File: config.mk
export PLATFORM = sky130hd
export DESIGN_NAME = lru_key_value_cache
export DESIGN_NICKNAME = d
export VERILOG_FILES = /design/src/rtl/lkv_pkg.sv /design/src/rtl/lru_key_value_cache.sv /design/src/rtl/lkv_lookup.sv /design/src/rtl/lkv_slots.sv
export SDC_FILE = /design/constraint.sdc
export NUM_CORES = 2
export LEC_CHECK = 0
export BUFFER_PORTS_ARGS = -buffer_cell sky130_fd_sc_hd__buf_2
export CORE_ASPECT_RATIO = 0.7
export CORE_MARGIN = 2
export CORE_UTILIZATION = 29
export DETAILED_ROUTE_END_ITERATION = 16
export PLACE_DENSITY = 0.39
export SYNTH_ARGS = -nofsm -noshare
export SYNTH_HDL_FRONTEND = slang
export SYNTH_SLANG_ARGS = --single-unit
File: constraint.sdc
create_clock -name clk -period 15.5 [get_ports clk]
set_input_delay 2.325 -clock clk [delete_from_list [all_inputs] [get_ports clk]]
set_output_delay 2.325 -clock clk [all_outputs]
set_load 0.02 [all_outputs]
File: src/rtl/lkv_pkg.sv
// Shared types, constants and helpers for the LRU key-value cache.
package lkv_pkg;

  localparam int MaxEntries = 16;
  localparam int SlotBits   = 4;
  localparam int RankBits   = 4;
  localparam int CountBits  = 5;
  localparam int CapBits    = 5;
  localparam int KeyBits    = 32;
  localparam int ValueBits  = 32;

  localparam logic [CapBits-1:0] CapReset = 5'd16;

  // Request kinds
  localparam logic ReqGet = 1'b0;
  localparam logic ReqPut = 1'b1;

  typedef logic [SlotBits-1:0]  slot_idx_t;
  typedef logic [RankBits-1:0]  rank_t;
  typedef logic [CountBits-1:0] count_t;
  typedef logic [KeyBits-1:0]   key_t;
  typedef logic [ValueBits-1:0] value_t;

  // One registered request item
  typedef struct packed {
    logic   is_put;
    key_t   key;
    value_t value;
  } req_t;

  // Search results handed from the lookup to the slot store
  typedef struct packed {
    logic      hit;
    slot_idx_t hit_idx;
    logic      evict;
    slot_idx_t evict_idx;
    logic      free_ok;
    slot_idx_t free_idx;
  } lookup_t;

  // Capacity register clamped to 1 .. MaxEntries
  function automatic count_t eff_capacity(logic [CapBits-1:0] cap);
    count_t c;
    c = cap;
    if (c == '0) c = count_t'(1);
    if (c > count_t'(MaxEntries)) c = count_t'(MaxEntries);
    return c;
  endfunction

endpackage

File: src/rtl/lru_key_value_cache.sv
// Top level of the fully associative LRU key-value cache.
//
// Channels: request in (in_valid/in_ready; req_type, req_key, put_value),
// result out (out_valid/out_ready; key_found, read_value, entry_evicted),
// and a capacity write port (cfg_valid/cfg_ready/cfg_data, always ready).
// Each request gives exactly one result.
// A taken request waits in the input register; its result then goes to
// the output register. Throughput: one request per cycle while out_ready
// is high. Key compare over all 16 slots, the rank update and the
// eviction pick are one combinational pass between the input register
// and the output register, and the state written in that pass is seen by
// the next request in the following cycle.
// Reset: all slots become invalid, live count zero, capacity 16. No
// clearing pass is needed; the first request can follow reset at once.
// Stall: when out_ready is low the result is held and the request in the
// input register waits; in_ready drops only while both registers are full.
// The user must write capacity only while no request is in flight; the block does not enforce it.
module lru_key_value_cache
  import lkv_pkg::*;
(
  input  logic                       clk,
  input  logic                       rst,
  input  logic                       in_valid,
  output logic                       in_ready,
  input  logic                       req_type,
  input  logic signed [KeyBits-1:0]   req_key,
  input  logic signed [ValueBits-1:0] put_value,
  output logic                       out_valid,
  input  logic                       out_ready,
  output logic                       key_found,
  output logic signed [ValueBits-1:0] read_value,
  output logic                       entry_evicted,
  input  logic                       cfg_valid,
  output logic                       cfg_ready,
  input  logic [CapBits-1:0]         cfg_data
);

  req_t                  req;
  logic                  req_full;
  logic                  advance;
  logic [CapBits-1:0]    capacity;
  lookup_t               lk;
  logic [MaxEntries-1:0] slot_valid;
  key_t                  slot_key   [MaxEntries];
  value_t                slot_value [MaxEntries];
  rank_t                 slot_rank  [MaxEntries];
  count_t                live_count;

  // Handshake
  assign advance   = req_full && (!out_valid || out_ready);
  assign in_ready  = !req_full || advance;
  assign cfg_ready = 1'b1;

  // Capacity register
  always_ff @(posedge clk) begin
    if (rst) begin
      capacity <= CapReset;
    end else if (cfg_valid) begin
      capacity <= cfg_data;
    end
  end

  // Input register
  always_ff @(posedge clk) begin
    if (rst) begin
      req_full <= 1'b0;
    end else if (in_valid && in_ready) begin
      req_full <= 1'b1;
    end else if (advance) begin
      req_full <= 1'b0;
    end
  end

  always_ff @(posedge clk) begin
    if (in_valid && in_ready) begin
      req.is_put <= (req_type == ReqPut);
      req.key    <= key_t'(req_key);
      req.value  <= value_t'(put_value);
    end
  end

  lkv_lookup u_lookup (
    .req        (req),
    .capacity   (capacity),
    .live_count (live_count),
    .slot_valid (slot_valid),
    .slot_key   (slot_key),
    .slot_rank  (slot_rank),
    .lk         (lk)
  );

  lkv_slots u_slots (
    .clk        (clk),
    .rst        (rst),
    .advance    (advance),
    .req        (req),
    .lk         (lk),
    .slot_valid (slot_valid),
    .slot_key   (slot_key),
    .slot_value (slot_value),
    .slot_rank  (slot_rank),
    .live_count (live_count)
  );

  // Output register
  always_ff @(posedge clk) begin
    if (rst) begin
      out_valid <= 1'b0;
    end else if (advance) begin
      out_valid <= 1'b1;
    end else if (out_ready) begin
      out_valid <= 1'b0;
    end
  end

  always_ff @(posedge clk) begin
    if (advance) begin
      key_found     <= lk.hit;
      read_value    <= (!req.is_put && lk.hit) ? slot_value[lk.hit_idx] : '0;
      entry_evicted <= lk.evict;
    end
  end

endmodule

File: src/rtl/lkv_lookup.sv
// Parallel key match, least-recent slot pick and free slot search.
module lkv_lookup
  import lkv_pkg::*;
(
  input  req_t                 req,
  input  logic [CapBits-1:0]   capacity,
  input  count_t               live_count,
  input  logic [MaxEntries-1:0] slot_valid,
  input  key_t                 slot_key  [MaxEntries],
  input  rank_t                slot_rank [MaxEntries],
  output lookup_t              lk
);

  logic [MaxEntries-1:0] valid_left;
  rank_t                 oldest_rank;

  assign oldest_rank = rank_t'(live_count - count_t'(1));

  always_comb begin
    lk = '0;

    // Key match: lowest matching slot wins
    for (int i = MaxEntries - 1; i >= 0; i--) begin
      if (slot_valid[i] && slot_key[i] == req.key) begin
        lk.hit     = 1'b1;
        lk.hit_idx = slot_idx_t'(i);
      end
    end

    // Eviction needed for a new key at or over capacity
    lk.evict = req.is_put && !lk.hit && (live_count >= eff_capacity(capacity));

    // Least recent live slot holds the highest rank, live_count - 1
    for (int i = 0; i < MaxEntries; i++) begin
      if (slot_valid[i] && slot_rank[i] == oldest_rank) lk.evict_idx = slot_idx_t'(i);
    end

    // Occupancy after a possible eviction
    valid_left = slot_valid;
    if (lk.evict) valid_left[lk.evict_idx] = 1'b0;

    // Lowest free slot
    for (int i = MaxEntries - 1; i >= 0; i--) begin
      if (!valid_left[i]) begin
        lk.free_ok  = 1'b1;
        lk.free_idx = slot_idx_t'(i);
      end
    end
  end

endmodule

File: src/rtl/lkv_slots.sv
// Slot store: keys, values, valid bits, recency ranks and live count.
module lkv_slots
  import lkv_pkg::*;
(
  input  logic                  clk,
  input  logic                  rst,
  input  logic                  advance,
  input  req_t                  req,
  input  lookup_t               lk,
  output logic [MaxEntries-1:0] slot_valid,
  output key_t                  slot_key   [MaxEntries],
  output value_t                slot_value [MaxEntries],
  output rank_t                 slot_rank  [MaxEntries],
  output count_t                live_count
);

  logic [MaxEntries-1:0] slot_valid_next;
  key_t                  slot_key_next   [MaxEntries];
  value_t                slot_value_next [MaxEntries];
  rank_t                 slot_rank_next  [MaxEntries];
  count_t                live_count_next;
  rank_t                 hit_rank;

  assign hit_rank = slot_rank[lk.hit_idx];

  // Next state for the item being retired
  always_comb begin
    slot_valid_next = slot_valid;
    slot_key_next   = slot_key;
    slot_value_next = slot_value;
    slot_rank_next  = slot_rank;
    live_count_next = live_count;
    if (advance) begin
      if (lk.hit) begin
        // touch: more recent live slots age by one
        for (int i = 0; i < MaxEntries; i++) begin
          if (slot_valid[i] && slot_rank[i] < hit_rank) slot_rank_next[i] = slot_rank[i] + 1'b1;
        end
        slot_rank_next[lk.hit_idx] = '0;
        if (req.is_put) slot_value_next[lk.hit_idx] = req.value;
      end else if (req.is_put) begin
        if (lk.evict) begin
          slot_valid_next[lk.evict_idx] = 1'b0;
          slot_rank_next[lk.evict_idx]  = '0;
        end
        if (lk.free_ok) begin
          for (int i = 0; i < MaxEntries; i++) begin
            if (slot_valid_next[i]) slot_rank_next[i] = slot_rank_next[i] + 1'b1;
          end
          slot_valid_next[lk.free_idx] = 1'b1;
          slot_key_next[lk.free_idx]   = req.key;
          slot_value_next[lk.free_idx] = req.value;
          slot_rank_next[lk.free_idx]  = '0;
        end
        live_count_next = live_count - count_t'(lk.evict) + count_t'(lk.free_ok);
      end
    end
  end

  // Control state
  always_ff @(posedge clk) begin
    if (rst) begin
      slot_valid <= '0;
      live_count <= '0;
      for (int i = 0; i < MaxEntries; i++) slot_rank[i] <= '0;
    end else begin
      slot_valid <= slot_valid_next;
      live_count <= live_count_next;
      slot_rank  <= slot_rank_next;
    end
  end

  // Payload, only read behind a valid bit
  always_ff @(posedge clk) begin
    slot_key   <= slot_key_next;
    slot_value <= slot_value_next;
  end

endmodule

==> impl_metrics.csv <==
group,metric,value,unit
status,status,"finished clean",
drt,drc,0,
timing,finalSetupViolations,0,
power_and_ir_drop,power_frac_seq,0.494,
yosys,synth_edf_count,1123,
global_routing,grt_pass1_wl,332000,um
timing,rsz0062_at_grt,"false",
floorplanning,rows,141,
floorplanning,pin_count,112,
power_and_ir_drop,p_leak,23.8,nW
setup_path,end_kind,"flop",
yosys,synthSimpleGateAreaFrac,0.178,
timing,finalCriticalPeriod,8350,ps
clock_tree,cts_buffers,146,
setup_path,worstPathMaxFanout,33,
drt,postRouteAntennaNets,0,
yosys,synthesis.instances,5174,
yosys,async_flop_share,0,
min_path,hold_path_class,"reg -> reg",
yosys,ys.flop_type,"edfxtp_1",
setup_path,startpoint_type,"flop",
clock_tree,cts_hold_buf,0,
timing,final_max_slew_viol_count,0,
drt,vias_per_cell,5.27,
clock_tree,clk_latency,830,ps
finish,drive_gt1_frac,0.106,
setup_path,rr_endpoint,"u_slots.slot_value[345]",
global_routing,grt_pass1_vias,41300,
setup_path,r2r_slack,7150,ps
clock_tree,path_clk_slew,60,ps
clock_tree,cts_root_buffer,"clkbuf_16",
yosys,synthMostInstantiatedCell,"edfxtp_1",
global_routing,grt_max_degree,146,
global_routing,track_usage,0.214,
floorplanning,floorplan.initialDensity,0.291,
placed_design,port-buffer-count,110,
drt,vias,42863,
yosys,synth.top_cell.area_share,0.549,
yosys,synthAdderAreaFrac,0.0193,
power_and_ir_drop,pwr-share-clk,0.456,
yosys,syn_avg_cell_area,11.9,um^2
placed_design,dp_hpwl,149000,um
floorplanning,dieArea,216000,um^2
finish,fillers,20854,
clock_tree,post_cts_buffers,0,
timing,setup_slack,7150,ps
finish,nets,5392,
floorplanning,die_y,389,um
yosys,yosysTopAreaCell,"edfxtp_1",
power_and_ir_drop,comb_power_share,0.050,
drt,routedWlPerCell,29.0,um
drt,dr.first_iter.drc_count,4552,
drt,first_pass_iters,5,
floorplanning,chipWidth,554,um
clock_tree,cts_resized,0,
setup_path,crit_type,"reg -> reg",
run,cap_violations,0,
finish,area_delta_synth_final,13.8,%
finish,utilization,0.332,
global_routing,antenna_found_initial,16,
setup_path,cp.required,15930,ps
setup_path,r2r_cells,18,
timing,worst_pin_slew,1420,ps
yosys,ys_top_cells_by_area,"edfxtp_1, xor2_1, and2_1",
yosys,synth_mux_area_frac,0.0113,
timing,finalHoldViolations,0,
yosys,synth_area,61400,um^2
timing,skew,111,ps
yosys,ys_seq_area_frac,0.579,
min_path,min_to,"u_slots.live_count[4]",
yosys,synth_compound_area_frac,0.0921,
placed_design,dp_slack,7190,ps
setup_path,r2r-start,"u_slots.live_count[0]",
clock_tree,cts_tree,"yes",
finish,instances_no_fill,8126,
clock_tree,cts_num_sinks,1215,
timing,slew_headroom,0.0400,
placed_design,dpl.cell_count,7863,
min_path,whs_path_depth,2,
placed_design,finalWeightedCongestion,0.947,
min_path,hold_start,"u_slots.live_count[4]",
yosys,synth_top_family_by_area,"simple AND/OR/NAND/NOR gates",
power_and_ir_drop,p_int,5.62,mW
yosys,synth_cell_type_count,114,
power_and_ir_drop,total_power,7.35,mW
clock_tree,cts_max_level,4,
power_and_ir_drop,swShare,0.236,
setup_path,arrival,8790,ps
power_and_ir_drop,p_sw,1.74,mW
yosys,ys_top_cells_by_count,"edfxtp_1, and2_1, xor2_1",
yosys,ys_seq_elements,1215,
power_and_ir_drop,power_density,105,nW/um^2
yosys,syn-num-nets,5343,
timing,fin_crit_sh,0.539,
yosys,yosys_warnings,0,
clock_tree,clk_path_buf_depth,4,
global_routing,grt_overflow,0,
drt,wl,236000,um
yosys,yosys.area_share.xor_xnor,0.0902,
power_and_ir_drop,peakVddDrop,0.0741,mV
timing,fmax,120,MHz
floorplanning,coreArea,211000,um^2
timing,tns,0,ps
## layout make-up
type	count	area, um^2	share of cell area
clock buffer	197	3920	0.0560
sequential	1215	35600	0.509
tap	2788	3490	0.0499
timing repair buffer	259	1700	0.0243
multi-input combinational	3548	24500	0.350
clock inverter	56	547	0.00782
inverter	53	199	0.00285
antenna	10	25.0	0.000358
## layout by cell type, fill, tap and decap left out, types with 136 or more instances in the layout
| master | count |
|---|---|
| nor2_1 | 136 |
| edfxtp_1 | 1123 |
| clkbuf_16 | 147 |
| nand2_1 | 395 |
| and2_1 | 563 |
| nor4_1 | 189 |
| buf_4 | 148 |
| a21oi_1 | 206 |
| xor2_1 | 439 |
| a211oi_1 | 164 |
## through the flow
step / instance area (um^2) / hold slack [ps]
4_1_cts: 69900 / 497
3_5_place_dp: 65400 / 487
3_3_place_gp: 65400 / 481
6_report: 69900 / 496
2_1_floorplan: 61400 / 461
5_1_grt: 69900 / 551
## logic make-up (layout without fill, tap and decap cells)
kind of cell / count (synthesis) / in the layout
xor gates and xnor gates: 594 / 594
buffers and inverters: 411 / 565
muxes: 67 / 67
other: 1 / 11
adders and majority gates: 94 / 94
and+or+nand+nor: 1956 / 1956
AOI/OAI and AO/OA: 836 / 836
DFF: 1215 / 1215
## critical path: stages (launching register included)
cell,delay (ps)
dfxtp_1,300
buf_4,380
inv_1,220
ha_1,530
xnor2_2,580
xnor2_1,210
nor3b_1,130
or4_1,710
nor2b_4,230
nand4_1,280
o311ai_0,920
a2111oi_0,200
o21a_1,260
nor3_2,380
o21ai_2,270
nor2_1,400
nor2_1,130
nor2_4,730
nor2b_4,1040
## metal layers
metal / global-route usage / wire (um) / vias up
met4: 0.0363 / 3420 / 4
met3: 0.0396 / 15900 / 231
met5: 0 / 27 / -
li1: - / - / 19266
met1: 0.352 / 125000 / 21954
met2: 0.286 / 91500 / 1408
## power groups by stage
stage	registers, mW	logic (mW)	clock network [mW]
final	3.63	0.367	3.35
after global routing	3.64	0.396	3.58
after CTS	3.63	0.367	3.45
after detailed placement	3.70	0.366	0
after global placement	3.70	0.367	0
after floorplan	3.68	0.219	0
## state kept, by name (all words and copies together), names as in the netlist
| name | cells |
|---|---|
| u_slots.slot_key | 512 |
| read_value | 32 |
| req_full | 1 |
| u_slots.slot_value | 512 |
| u_slots.slot_valid | 16 |
| capacity | 5 |
| out_valid | 1 |
| u_slots.slot_rank | 64 |
| u_slots.live_count | 5 |
| req | 65 |
| entry_evicted | 1 |
| key_found | 1 |
## how the worst max path moves through the flow
stage | startpoint | endpoint | slack, ps | cells past startpoint
floorplan | u_slots.live_count[0] | u_slots.slot_value[0] | 8220 | 20
global placement | u_slots.live_count[0] | u_slots.slot_value[336] | 7240 | 18
detailed placement | u_slots.live_count[0] | u_slots.slot_value[336] | 7190 | 18
CTS | u_slots.live_count[0] | u_slots.slot_value[325] | 7180 | 18
global route | req[53] | u_slots.slot_value[345] | 6860 | 17
finish | u_slots.live_count[0] | u_slots.slot_value[345] | 7150 | 18
Note: power is estimated with default switching activity, not from simulation.
